File: src/rtl/dmfp_pkg.sv
// Shared types, constants and helpers for the DNS message field parser.
// Used by the front end, the job queue, the back end and the top level.
// No dependencies.
package dmfp_pkg;

  // Message and name limits
  localparam int unsigned MAX_MESSAGE_BYTES = 512;
  localparam int unsigned MAX_NAME_BYTES    = 255;

  // Byte counter holds 0..MAX_MESSAGE_BYTES, name counter 0..MAX_NAME_BYTES+1
  localparam int unsigned POS_W  = $clog2(MAX_MESSAGE_BYTES + 1);
  localparam int unsigned NAME_W = $clog2(MAX_NAME_BYTES + 2);
  localparam int unsigned LBL_W  = 8;

  // Job queue between front and back end
  localparam int unsigned FIFO_DEPTH = 4;
  localparam int unsigned FIFO_PW    = $clog2(FIFO_DEPTH);
  localparam int unsigned FIFO_CW    = $clog2(FIFO_DEPTH + 1);

  // Most result words a single input byte can cause, and index width
  localparam int unsigned MAX_RESULTS = 8;
  localparam int unsigned IDX_W       = $clog2(MAX_RESULTS);
  localparam int unsigned CNT_W       = $clog2(MAX_RESULTS + 1);

  // Stream widths
  localparam int unsigned S_TDATA_W = 8;
  localparam int unsigned M_TDATA_W = 40;

  // Field codes
  localparam logic [4:0] FC_ID      = 5'd0;
  localparam logic [4:0] FC_QR      = 5'd1;
  localparam logic [4:0] FC_OPCODE  = 5'd2;
  localparam logic [4:0] FC_AA      = 5'd3;
  localparam logic [4:0] FC_TC      = 5'd4;
  localparam logic [4:0] FC_RD      = 5'd5;
  localparam logic [4:0] FC_RA      = 5'd6;
  localparam logic [4:0] FC_RCODE   = 5'd7;
  localparam logic [4:0] FC_QDCOUNT = 5'd8;
  localparam logic [4:0] FC_ANCOUNT = 5'd9;
  localparam logic [4:0] FC_NSCOUNT = 5'd10;
  localparam logic [4:0] FC_ARCOUNT = 5'd11;
  localparam logic [4:0] FC_NAMECH  = 5'd12;
  localparam logic [4:0] FC_QTYPE   = 5'd13;
  localparam logic [4:0] FC_QCLASS  = 5'd14;
  localparam logic [4:0] FC_ATYPE   = 5'd15;
  localparam logic [4:0] FC_ACLASS  = 5'd16;
  localparam logic [4:0] FC_TTL     = 5'd17;
  localparam logic [4:0] FC_RDLEN   = 5'd18;
  localparam logic [4:0] FC_IPV4    = 5'd19;
  localparam logic [4:0] FC_ERROR   = 5'd20;
  localparam logic [4:0] FC_DONE    = 5'd21;

  // Error values and label separator
  localparam logic [31:0] ERR_NAME_LONG = 32'd1;
  localparam logic [31:0] ERR_TRUNC     = 32'd2;
  localparam logic [7:0]  CHAR_DOT      = 8'h2E;

  // What the byte itself produces
  typedef enum logic [1:0] {
    BASE_NONE  = 2'd0,
    BASE_FIELD = 2'd1,
    BASE_FLAGS = 2'd2,
    BASE_CHAR  = 2'd3
  } base_e;

  // What end of message adds after it
  typedef enum logic [1:0] {
    FIN_NONE  = 2'd0,
    FIN_DONE  = 2'd1,
    FIN_TRUNC = 2'd2
  } fin_e;

  // One queued job: all result words of one input byte
  typedef struct packed {
    base_e             base;
    logic              dot;      // name character closes its label
    logic [4:0]        code;
    logic [31:0]       value;
    fin_e              fin;
    logic [POS_W-1:0]  done_cnt;
  } job_t;

  // Number of result words described by a job
  function automatic logic [CNT_W-1:0] job_words(input job_t j);
    logic [CNT_W-1:0] n;
    case (j.base)
      BASE_FIELD: n = CNT_W'(1);
      BASE_FLAGS: n = CNT_W'(7);
      BASE_CHAR:  n = j.dot ? CNT_W'(2) : CNT_W'(1);
      default:    n = '0;
    endcase
    if (j.fin != FIN_NONE) n = n + CNT_W'(1);
    return n;
  endfunction

endpackage

File: src/rtl/dmfp_front.sv
// Front end of the DNS message field parser: takes message bytes, tracks
// the parse position and phase, and turns each byte into a queued job.
// Depends on dmfp_pkg.
module dmfp_front (
  input  logic          clk_i,
  input  logic          rst_ni,
  input  logic          in_valid_i,
  output logic          in_ready_o,
  input  logic [7:0]    data_byte_i,
  input  logic          end_of_message_i,
  input  logic          q_full_i,
  output logic          q_push_o,
  output dmfp_pkg::job_t q_job_o
);
  import dmfp_pkg::*;

  typedef enum logic [6:0] {
    PH_HEADER  = 7'b0000001,
    PH_NAME    = 7'b0000010,
    PH_QTAIL   = 7'b0000100,
    PH_ANSWER  = 7'b0001000,
    PH_RDATA   = 7'b0010000,
    PH_SKIP    = 7'b0100000,
    PH_ERRWAIT = 7'b1000000
  } phase_e;

  phase_e             phase_q, phase_d, phase_p;
  logic [POS_W-1:0]   pos_q, pos_d, pos_p;
  logic [LBL_W-1:0]   lbl_q, lbl_d, lbl_p;
  logic [NAME_W-1:0]  nlen_q, nlen_d, nlen_p;
  logic [31:0]        acc_q, acc_d, acc_p;

  logic        accept;
  logic        parse;
  logic [31:0] acc_n;
  logic [15:0] w;
  job_t        job;

  assign in_ready_o = !q_full_i;
  assign accept     = in_valid_i && in_ready_o;
  assign parse      = (pos_q < POS_W'(MAX_MESSAGE_BYTES));
  assign acc_n      = {acc_q[23:0], data_byte_i};
  assign w          = acc_n[15:0];

  // Per-byte parse step
  always_comb begin
    phase_p  = phase_q;
    pos_p    = pos_q;
    lbl_p    = lbl_q;
    nlen_p   = nlen_q;
    acc_p    = acc_q;
    job      = '0;
    job.base = BASE_NONE;
    job.fin  = FIN_NONE;

    if (parse) begin
      acc_p = acc_n;
      pos_p = pos_q + POS_W'(1);
      unique case (phase_q)
        PH_HEADER: begin
          if (pos_q == POS_W'(1)) begin
            job.base = BASE_FIELD; job.code = FC_ID; job.value = 32'(w);
          end else if (pos_q == POS_W'(3)) begin
            job.base = BASE_FLAGS; job.value = 32'(w);
          end else if (pos_q == POS_W'(5)) begin
            job.base = BASE_FIELD; job.code = FC_QDCOUNT; job.value = 32'(w);
          end else if (pos_q == POS_W'(7)) begin
            job.base = BASE_FIELD; job.code = FC_ANCOUNT; job.value = 32'(w);
          end else if (pos_q == POS_W'(9)) begin
            job.base = BASE_FIELD; job.code = FC_NSCOUNT; job.value = 32'(w);
          end else if (pos_q == POS_W'(11)) begin
            job.base = BASE_FIELD; job.code = FC_ARCOUNT; job.value = 32'(w);
            phase_p  = PH_NAME;
            lbl_p    = '0;
            nlen_p   = '0;
          end
        end
        PH_NAME: begin
          nlen_p = nlen_q + NAME_W'(1);
          if (nlen_p > NAME_W'(MAX_NAME_BYTES)) begin
            job.base  = BASE_FIELD;
            job.code  = FC_ERROR;
            job.value = ERR_NAME_LONG;
            phase_p   = PH_ERRWAIT;
          end else if (lbl_q == '0) begin
            // length byte; a zero length ends the name
            if (data_byte_i == 8'd0) begin
              phase_p = PH_QTAIL;
              lbl_p   = '0;
            end else begin
              lbl_p = data_byte_i;
            end
          end else begin
            job.base  = BASE_CHAR;
            job.code  = FC_NAMECH;
            job.value = 32'(data_byte_i);
            job.dot   = (lbl_q == LBL_W'(1));
            lbl_p     = lbl_q - LBL_W'(1);
          end
        end
        PH_QTAIL: begin
          if (lbl_q == LBL_W'(3)) begin
            job.base = BASE_FIELD; job.code = FC_QCLASS; job.value = 32'(w);
            phase_p  = PH_ANSWER;
            lbl_p    = '0;
          end else begin
            if (lbl_q == LBL_W'(1)) begin
              job.base = BASE_FIELD; job.code = FC_QTYPE; job.value = 32'(w);
            end
            lbl_p = lbl_q + LBL_W'(1);
          end
        end
        PH_ANSWER: begin
          if (lbl_q == LBL_W'(11)) begin
            job.base = BASE_FIELD; job.code = FC_RDLEN; job.value = 32'(w);
            phase_p  = (w == 16'd4) ? PH_RDATA : PH_SKIP;
            lbl_p    = '0;
          end else begin
            if (lbl_q == LBL_W'(3)) begin
              job.base = BASE_FIELD; job.code = FC_ATYPE; job.value = 32'(w);
            end else if (lbl_q == LBL_W'(5)) begin
              job.base = BASE_FIELD; job.code = FC_ACLASS; job.value = 32'(w);
            end else if (lbl_q == LBL_W'(9)) begin
              job.base = BASE_FIELD; job.code = FC_TTL; job.value = acc_n;
            end
            lbl_p = lbl_q + LBL_W'(1);
          end
        end
        PH_RDATA: begin
          if (lbl_q == LBL_W'(3)) begin
            job.base = BASE_FIELD; job.code = FC_IPV4; job.value = acc_n;
            phase_p  = PH_SKIP;
            lbl_p    = '0;
          end else begin
            lbl_p = lbl_q + LBL_W'(1);
          end
        end
        default: ;
      endcase
    end

    // End of message: report and return to the start state
    job.done_cnt = pos_p;
    if (end_of_message_i) begin
      if (phase_p == PH_ERRWAIT) begin
        job.fin = FIN_NONE;
      end else if (phase_p == PH_SKIP || (phase_p == PH_ANSWER && lbl_p == '0)) begin
        job.fin = FIN_DONE;
      end else begin
        job.fin = FIN_TRUNC;
      end
      phase_d = PH_HEADER;
      pos_d   = '0;
      lbl_d   = '0;
      nlen_d  = '0;
      acc_d   = '0;
    end else begin
      phase_d = phase_p;
      pos_d   = pos_p;
      lbl_d   = lbl_p;
      nlen_d  = nlen_p;
      acc_d   = acc_p;
    end
  end

  assign q_job_o  = job;
  assign q_push_o = accept && ((job.base != BASE_NONE) || (job.fin != FIN_NONE));

  // Parse state
  always_ff @(posedge clk_i or negedge rst_ni) begin
    if (!rst_ni) begin
      phase_q <= PH_HEADER;
      pos_q   <= '0;
      lbl_q   <= '0;
      nlen_q  <= '0;
      acc_q   <= '0;
    end else if (accept) begin
      phase_q <= phase_d;
      pos_q   <= pos_d;
      lbl_q   <= lbl_d;
      nlen_q  <= nlen_d;
      acc_q   <= acc_d;
    end
  end

  // Checks
  a_pos_range: assert property (@(posedge clk_i) disable iff (!rst_ni)
    pos_q <= POS_W'(MAX_MESSAGE_BYTES))
    else $error("byte position beyond message limit");

  a_header_pos: assert property (@(posedge clk_i) disable iff (!rst_ni)
    (phase_q != PH_HEADER) |-> (pos_q >= POS_W'(12)))
    else $error("left header phase before twelve bytes");

  a_eom_resets: assert property (@(posedge clk_i) disable iff (!rst_ni)
    (accept && end_of_message_i) |=> (phase_q == PH_HEADER && pos_q == '0))
    else $error("state not cleared after end of message");

endmodule

File: src/rtl/dmfp_fifo.sv
// Short job queue between the parser front end and the result back end.
// Holds FIFO_DEPTH jobs in registers. Depends on dmfp_pkg.
module dmfp_fifo (
  input  logic           clk_i,
  input  logic           rst_ni,
  input  logic           push_i,
  input  dmfp_pkg::job_t push_job_i,
  output logic           full_o,
  input  logic           pop_i,
  output logic           valid_o,
  output dmfp_pkg::job_t head_o
);
  import dmfp_pkg::*;

  job_t               mem_q [FIFO_DEPTH];
  logic [FIFO_PW-1:0] wptr_q, rptr_q;
  logic [FIFO_CW-1:0] cnt_q;
  logic               do_push, do_pop;

  assign full_o  = (cnt_q == FIFO_CW'(FIFO_DEPTH));
  assign valid_o = (cnt_q != '0);
  assign do_push = push_i && !full_o;
  assign do_pop  = pop_i && valid_o;

  // Storage
  always_ff @(posedge clk_i) begin
    if (do_push) mem_q[wptr_q] <= push_job_i;
  end

  // Head word, straight from the register slot at the read pointer
  assign head_o = mem_q[rptr_q];

  // Pointers and fill count
  always_ff @(posedge clk_i or negedge rst_ni) begin
    if (!rst_ni) begin
      wptr_q <= '0;
      rptr_q <= '0;
      cnt_q  <= '0;
    end else begin
      if (do_push) wptr_q <= wptr_q + FIFO_PW'(1);
      if (do_pop)  rptr_q <= rptr_q + FIFO_PW'(1);
      if (do_push && !do_pop)      cnt_q <= cnt_q + FIFO_CW'(1);
      else if (do_pop && !do_push) cnt_q <= cnt_q - FIFO_CW'(1);
    end
  end

endmodule

File: src/rtl/dmfp_back.sv
// Back end of the DNS message field parser: expands each queued job into
// its result words, one per cycle unless the output stalls, into a
// registered output stage. Depends on dmfp_pkg.
module dmfp_back (
  input  logic           clk_i,
  input  logic           rst_ni,
  input  logic           job_valid_i,
  input  dmfp_pkg::job_t job_i,
  output logic           job_pop_o,
  output logic           out_valid_o,
  input  logic           out_ready_i,
  output logic [4:0]     field_code_o,
  output logic [31:0]    field_value_o,
  output logic           last_of_run_o
);
  import dmfp_pkg::*;

  logic [IDX_W-1:0] idx_q, idx_d;
  logic             vld_q;
  logic [4:0]       code_q, code_c;
  logic [31:0]      val_q, val_c;
  logic             last_q, last_c;
  logic [CNT_W-1:0] n_words, n_base;
  logic             load;
  logic [15:0]      w;

  assign n_words = job_words(job_i);
  assign n_base  = (job_i.fin != FIN_NONE) ? n_words - CNT_W'(1) : n_words;
  assign w       = job_i.value[15:0];
  assign last_c  = (CNT_W'(idx_q) + CNT_W'(1) == n_words);
  assign load    = job_valid_i && (!vld_q || out_ready_i);

  // Select the word at the current index of the head job
  always_comb begin
    code_c = job_i.code;
    val_c  = job_i.value;
    if (CNT_W'(idx_q) < n_base) begin
      case (job_i.base)
        BASE_FLAGS: begin
          code_c = FC_QR + 5'(idx_q);
          case (idx_q)
            IDX_W'(0): val_c = 32'(w[15]);
            IDX_W'(1): val_c = 32'(w[14:11]);
            IDX_W'(2): val_c = 32'(w[10]);
            IDX_W'(3): val_c = 32'(w[9]);
            IDX_W'(4): val_c = 32'(w[8]);
            IDX_W'(5): val_c = 32'(w[7]);
            default:   val_c = 32'(w[3:0]);
          endcase
        end
        BASE_CHAR: begin
          code_c = FC_NAMECH;
          val_c  = (idx_q == '0) ? job_i.value : 32'(CHAR_DOT);
        end
        default: ;
      endcase
    end else if (job_i.fin == FIN_DONE) begin
      code_c = FC_DONE;
      val_c  = 32'(job_i.done_cnt);
    end else begin
      code_c = FC_ERROR;
      val_c  = ERR_TRUNC;
    end
  end

  assign job_pop_o = load && last_c;
  assign idx_d     = job_pop_o ? '0 : (load ? idx_q + IDX_W'(1) : idx_q);

  // Word index and output valid
  always_ff @(posedge clk_i or negedge rst_ni) begin
    if (!rst_ni) begin
      idx_q <= '0;
      vld_q <= 1'b0;
    end else begin
      idx_q <= idx_d;
      if (load)             vld_q <= 1'b1;
      else if (out_ready_i) vld_q <= 1'b0;
    end
  end

  // Output word register
  always_ff @(posedge clk_i) begin
    if (load) begin
      code_q <= code_c;
      val_q  <= val_c;
      last_q <= last_c;
    end
  end

  assign out_valid_o   = vld_q;
  assign field_code_o  = code_q;
  assign field_value_o = val_q;
  assign last_of_run_o = last_q;

  // Checks
  a_idx_in_job: assert property (@(posedge clk_i) disable iff (!rst_ni)
    job_valid_i |-> (CNT_W'(idx_q) < n_words))
    else $error("word index past end of job");

  a_idx_idle: assert property (@(posedge clk_i) disable iff (!rst_ni)
    !job_valid_i |-> (idx_q == '0))
    else $error("word index not at start with empty queue");

  a_code_range: assert property (@(posedge clk_i) disable iff (!rst_ni)
    vld_q |-> (code_q <= FC_DONE))
    else $error("result code out of range");

endmodule

File: src/rtl/dns_message_field_parser_top.sv
// Top level of the DNS message field parser: front end, job queue and back end.
// Depends on dmfp_pkg, dmfp_front, dmfp_fifo and dmfp_back.
//
// Takes a DNS message one byte per word on the slave stream (tlast on the
// final byte) and returns tagged fields on the master stream: the header
// fields, the first question's name characters with a dot after each label,
// qtype, qclass, and the first answer's type, class, ttl, rdlength and IPv4
// address, then done (with the byte count) or an error word. tlast on the
// master side marks the last word caused by one input byte. A byte is taken
// every cycle while the four-entry job queue has room; each byte makes zero to
// eight result words, and the output register sends one word per cycle while
// the master side is ready, so the header flags byte (seven words) and bytes
// closing a message hold the input back when the queue fills. A byte's job
// is queued, then its first word registered. No start-up pass after reset.
module dns_message_field_parser_top (
  input  logic        clk_i,
  input  logic        rst_ni,
  input  logic        s_axis_tvalid,
  output logic        s_axis_tready,
  input  logic [7:0]  s_axis_tdata,   // [7:0] data_byte
  input  logic        s_axis_tlast,   // end_of_message
  output logic        m_axis_tvalid,
  input  logic        m_axis_tready,
  output logic [39:0] m_axis_tdata,   // [4:0] field_code, [36:5] field_value, rest zero
  output logic        m_axis_tlast    // last_of_run
);
  import dmfp_pkg::*;

  job_t        push_job, head_job;
  logic        push, full, head_valid, pop;
  logic [4:0]  field_code;
  logic [31:0] field_value;

  dmfp_front u_front (
    .clk_i            (clk_i),
    .rst_ni           (rst_ni),
    .in_valid_i       (s_axis_tvalid),
    .in_ready_o       (s_axis_tready),
    .data_byte_i      (s_axis_tdata),
    .end_of_message_i (s_axis_tlast),
    .q_full_i         (full),
    .q_push_o         (push),
    .q_job_o          (push_job)
  );

  dmfp_fifo u_fifo (
    .clk_i      (clk_i),
    .rst_ni     (rst_ni),
    .push_i     (push),
    .push_job_i (push_job),
    .full_o     (full),
    .pop_i      (pop),
    .valid_o    (head_valid),
    .head_o     (head_job)
  );

  dmfp_back u_back (
    .clk_i         (clk_i),
    .rst_ni        (rst_ni),
    .job_valid_i   (head_valid),
    .job_i         (head_job),
    .job_pop_o     (pop),
    .out_valid_o   (m_axis_tvalid),
    .out_ready_i   (m_axis_tready),
    .field_code_o  (field_code),
    .field_value_o (field_value),
    .last_of_run_o (m_axis_tlast)
  );

  // Pack result fields, lowest first
  assign m_axis_tdata = {3'b000, field_value, field_code};

endmodule

File: config.mk
export PLATFORM = sky130hd
export DESIGN_NAME = dns_message_field_parser_top
export DESIGN_NICKNAME = d
export VERILOG_FILES = /design/src/rtl/dmfp_pkg.sv /design/src/rtl/dmfp_front.sv /design/src/rtl/dmfp_fifo.sv /design/src/rtl/dmfp_back.sv /design/src/rtl/dns_message_field_parser_top.sv
export SDC_FILE = /design/constraint.sdc
export NUM_CORES = 1
export LEC_CHECK = 0
export BUFFER_PORTS_ARGS = -buffer_cell sky130_fd_sc_hd__buf_2
export CORE_UTILIZATION = 62
export DETAILED_ROUTE_END_ITERATION = 10
export PLACE_DENSITY = 0.84
export SKIP_LAST_GASP = 1
export SYNTH_ARGS = -nofsm -noshare
export SYNTH_HDL_FRONTEND = slang
export SYNTH_HIERARCHICAL = 1
export SYNTH_SLANG_ARGS = --single-unit
export TNS_END_PERCENT = 10
File: constraint.sdc
create_clock -name clk_i -period 5.46 [get_ports clk_i]
set_input_delay 0 -clock clk_i [delete_from_list [all_inputs] [get_ports clk_i]]
set_output_delay 0 -clock clk_i [all_outputs]
set_load 0.02 [all_outputs]
==> impl_metrics.yaml <==
run_status:
  outcome: "finished, final reports clean"
route:
  vias: 9170
  dr_wl_met2_um: 16000
  wl_met3_um: 2890
  drt-met1-wl_um: 13500
  vias_per_cell: 6.69
  wl_um: 33400
  wire_per_inst_um: 24.4
  firstDrtPassIters: 5
  antenna_left: 0
  maxUsedRoutingLayer: "met4"
  drc: 0
  first_iter_violations: 1050
critical_path:
  cp_data_required_time_ns: 5.94
  critPathLaunchType: "flip-flop"
  path_max_fanout: 16
  cp.arrival_ns: 5.36
  r2r_cells: 14
  end_kind: "flip-flop"
  path_class: "flip-flop to flip-flop"
clock_tree:
  cts_setup_buffers: 0
  cts_made_buffers: 31
  insertion_delay_ns: 0.57
  clock_sinks: 315
  htree_levels: 1
  root_buffer: "clkbuf_16"
  path_clk_slew_ns: 0.06
  clockBufferDepth: 3
  cts_tree: "done"
synth:
  yosys_warnings: 6
  synthTopCellsByArea: "edfxtp_1 (51%), dfrtp_1 (12%), mux4_2 (7.5%)"
  synth-async-reset-ratio: 0.219
  synth_top_family_by_area: "simple AND/OR/NAND/NOR gates"
  synth_cell_type_count: 92
  synth-simple-area-share: 0.112
  synth_top_cell_area_share: 0.513
  synth_ff_type: "edfxtp_1"
  synthMuxAreaShare: 0.0869
  synthAdderAreaFrac: 0.0188
  synth-edff-count: 246
  synth_compound_area_frac: 0.102
  synth_area_mm2: 0.0144
  syn_avg_cell_area_um2: 14.4
  yosysMostFrequentCell: "edfxtp_1"
  synthCells: 1002
  ys_seq_elements: 315
  seq_area_frac_synth: 0.633
  synth_top_area_cell: "edfxtp_1"
  synthXorXnorAreaFrac: 0.0145
  ys_top_cells_by_count: "edfxtp_1 (246), dfrtp_1 (68), nand2_1 (64), o21ai_0 (50), mux4_2 (48)"
pwr:
  cellLeakagePower_nw: 6.00
  powerDensity_mw_per_mm2: 550
  ir_drop_mv: 0.384
floorplan:
  coreArea_mm2: 0.0227
  rows: 55
  io_pins: 56
  die-area_mm2: 0.0239
  start_util: 0.634
  die_h_um: 154
  die_w_um: 154
sta:
  fmax_mhz: 205
  slew-limit-headroom: 0.246
  fin_crit_sh: 0.894
  worst_pin_slew_ns: 1.12
  tns_ns: 0
  skew_ns: 0.0261
  setup_viol: 0
  grt_setup_unrepaired: "false"
  hold_viol: 0
  worst_slack_ns: 0.581
  period_needed_ns: 4.88
  maxSlewViolCount: 0
place:
  gp_congestion: 0.967
  numPortBuffers: 52
  pre_cts_slack_ns: 0.862
  place_hpwl_um: 20800
layout:
  drive_gt1_frac: 0.189
  antenna_cells: 0
  regArea_mm2: 0.00912
  syn_to_final_growth_pct: 11.8
  fill_cells: 1420
  multiInputGateArea_mm2: 0.00483
  layout.nets: 1095
global_route:
  grt_max_degree: 70
  grtUsageTotal: 0.286
  grt_pass1_vias: 8936
  grt_first_pass_wirelength_um: 51600
  overflow: 0
  grt_antenna_before_repair: 0
min_path:
  hold_class: "input port to flip-flop"
  hold-path-cell-count: 4
run:
  drv_cap: 0
## critical path: stages (launching register included)
cell       delay [ns]
dfrtp_1          0.44
nor4_2           0.61
o211a_1          0.32
o21ai_1          0.35
a2111oi_0        0.63
o32a_1           0.28
o31ai_1          0.11
a21oi_1          0.24
nor2b_1          0.59
ha_1             0.32
inv_1            0.08
fa_1             0.39
xor2_1           0.15
nor2_1           0.11
xor2_1           0.18
## state kept, by name (all words and copies together), names as in the netlist, 2 cells and up
signal	cells
u_front/lbl_q	8
u_front/pos_q	10
u_front/nlen_q	9
u_fifo/mem_q	208
u_back/idx_q	3
u_front/acc_q	24
u_fifo/rptr_q	2
u_front/phase_q	7
u_fifo/cnt_q	3
u_back/field_code_o	5
u_fifo/wptr_q	2
u_back/field_value_o	32
## path summary, 6_finish.rpt
check | endpoint | from | slack [ns]
setup / recovery | u_fifo/cnt_q[2]$_DFFE_PN0P_ | u_front/phase_q[2]$_DFFE_PN0P_ | 0.58
hold / removal | u_front/phase_q[6]$_DFFE_PN0P_ | s_axis_tvalid | 0.03
max in group asynchronous | u_fifo/rptr_q[0]$_DFFE_PN0P_ | rst_ni | 4.49
min in group asynchronous | u_back/out_valid_o$_DFFE_PN0P_ | rst_ni | 0.18
hold reg to reg | u_front/nlen_q[7]$_DFFE_PN0P_ | u_front/nlen_q[7]$_DFFE_PN0P_ | 0.51
setup reg to reg | u_fifo/cnt_q[2]$_DFFE_PN0P_ | u_front/phase_q[2]$_DFFE_PN0P_ | 0.58
## routing by layer
metal,vias up,track usage
met1,4526,0.410
met4,0,0.0891
li1,4033,-
met5,-,0
met3,84,0.0429
met2,527,0.459
## placed cells by master (no fill, tap or decap), types with 10 or more instances in the layout
cell type and instances:
clkbuf_16 31, o31ai_1 11, a22o_1 30, a21oi_1 33
dlygate4sd3_1 11, nand2b_1 13, xnor2_1 13, ha_1 20
buf_2 52, o21ai_0 49, buf_4 17, a31oi_1 12
and3_1 31, nand2_1 64, nor2_1 38, and2_1 36
nand3_1 22, mux4_2 48, edfxtp_1 246, dfrtp_1 66
nor3_1 16, inv_1 25, o21ai_1 10
## cells by family after synthesis
group	after synthesis
compound gates	211
flops	315
other cells	1
simple gates	286
mux	58
xor+xnor	23
fa+ha+maj	21
buf+inv	87
## through the flow
stage | power (mW) | util | area, um^2 | std cells | hold slack [ns]
5_1_grt | 9.25 | 0.709 | 16100 | 1371 | 0.0687
2_1_floorplan | 5.78 | - | 14400 | 1004 | -0.296
6_report | 8.87 | 0.709 | 16100 | 1371 | 0.0339
4_1_cts | 8.86 | 0.709 | 16100 | 1371 | 0.00680
3_3_place_gp | 6.41 | 0.655 | 14900 | 1302 | 0.286
3_5_place_dp | 6.47 | 0.655 | 14900 | 1302 | 0.293
## what timing repair did
item	CTS	global route
hold endpoints to repair	117	0
hold buffers	11	0
setup endpoints to repair	0	0
gates resized for setup	0	0
## power breakdown
group | switching [mW] | internal, mW
sequential | 0.222 | 3.21
clock | 0.913 | 1.42
combinational | 1.92 | 1.19
## cell type report
class / count / share of cell area
clock buffer: 33 / 0.0486
sequential: 315 / 0.566
inverter: 27 / 0.00629
clock inverter: 25 / 0.0210
multi-input combinational: 602 / 0.300
tap: 285 / 0.0221
timing repair buffer: 84 / 0.0359
No activity file was read; power rests on OpenSTA's default activity.
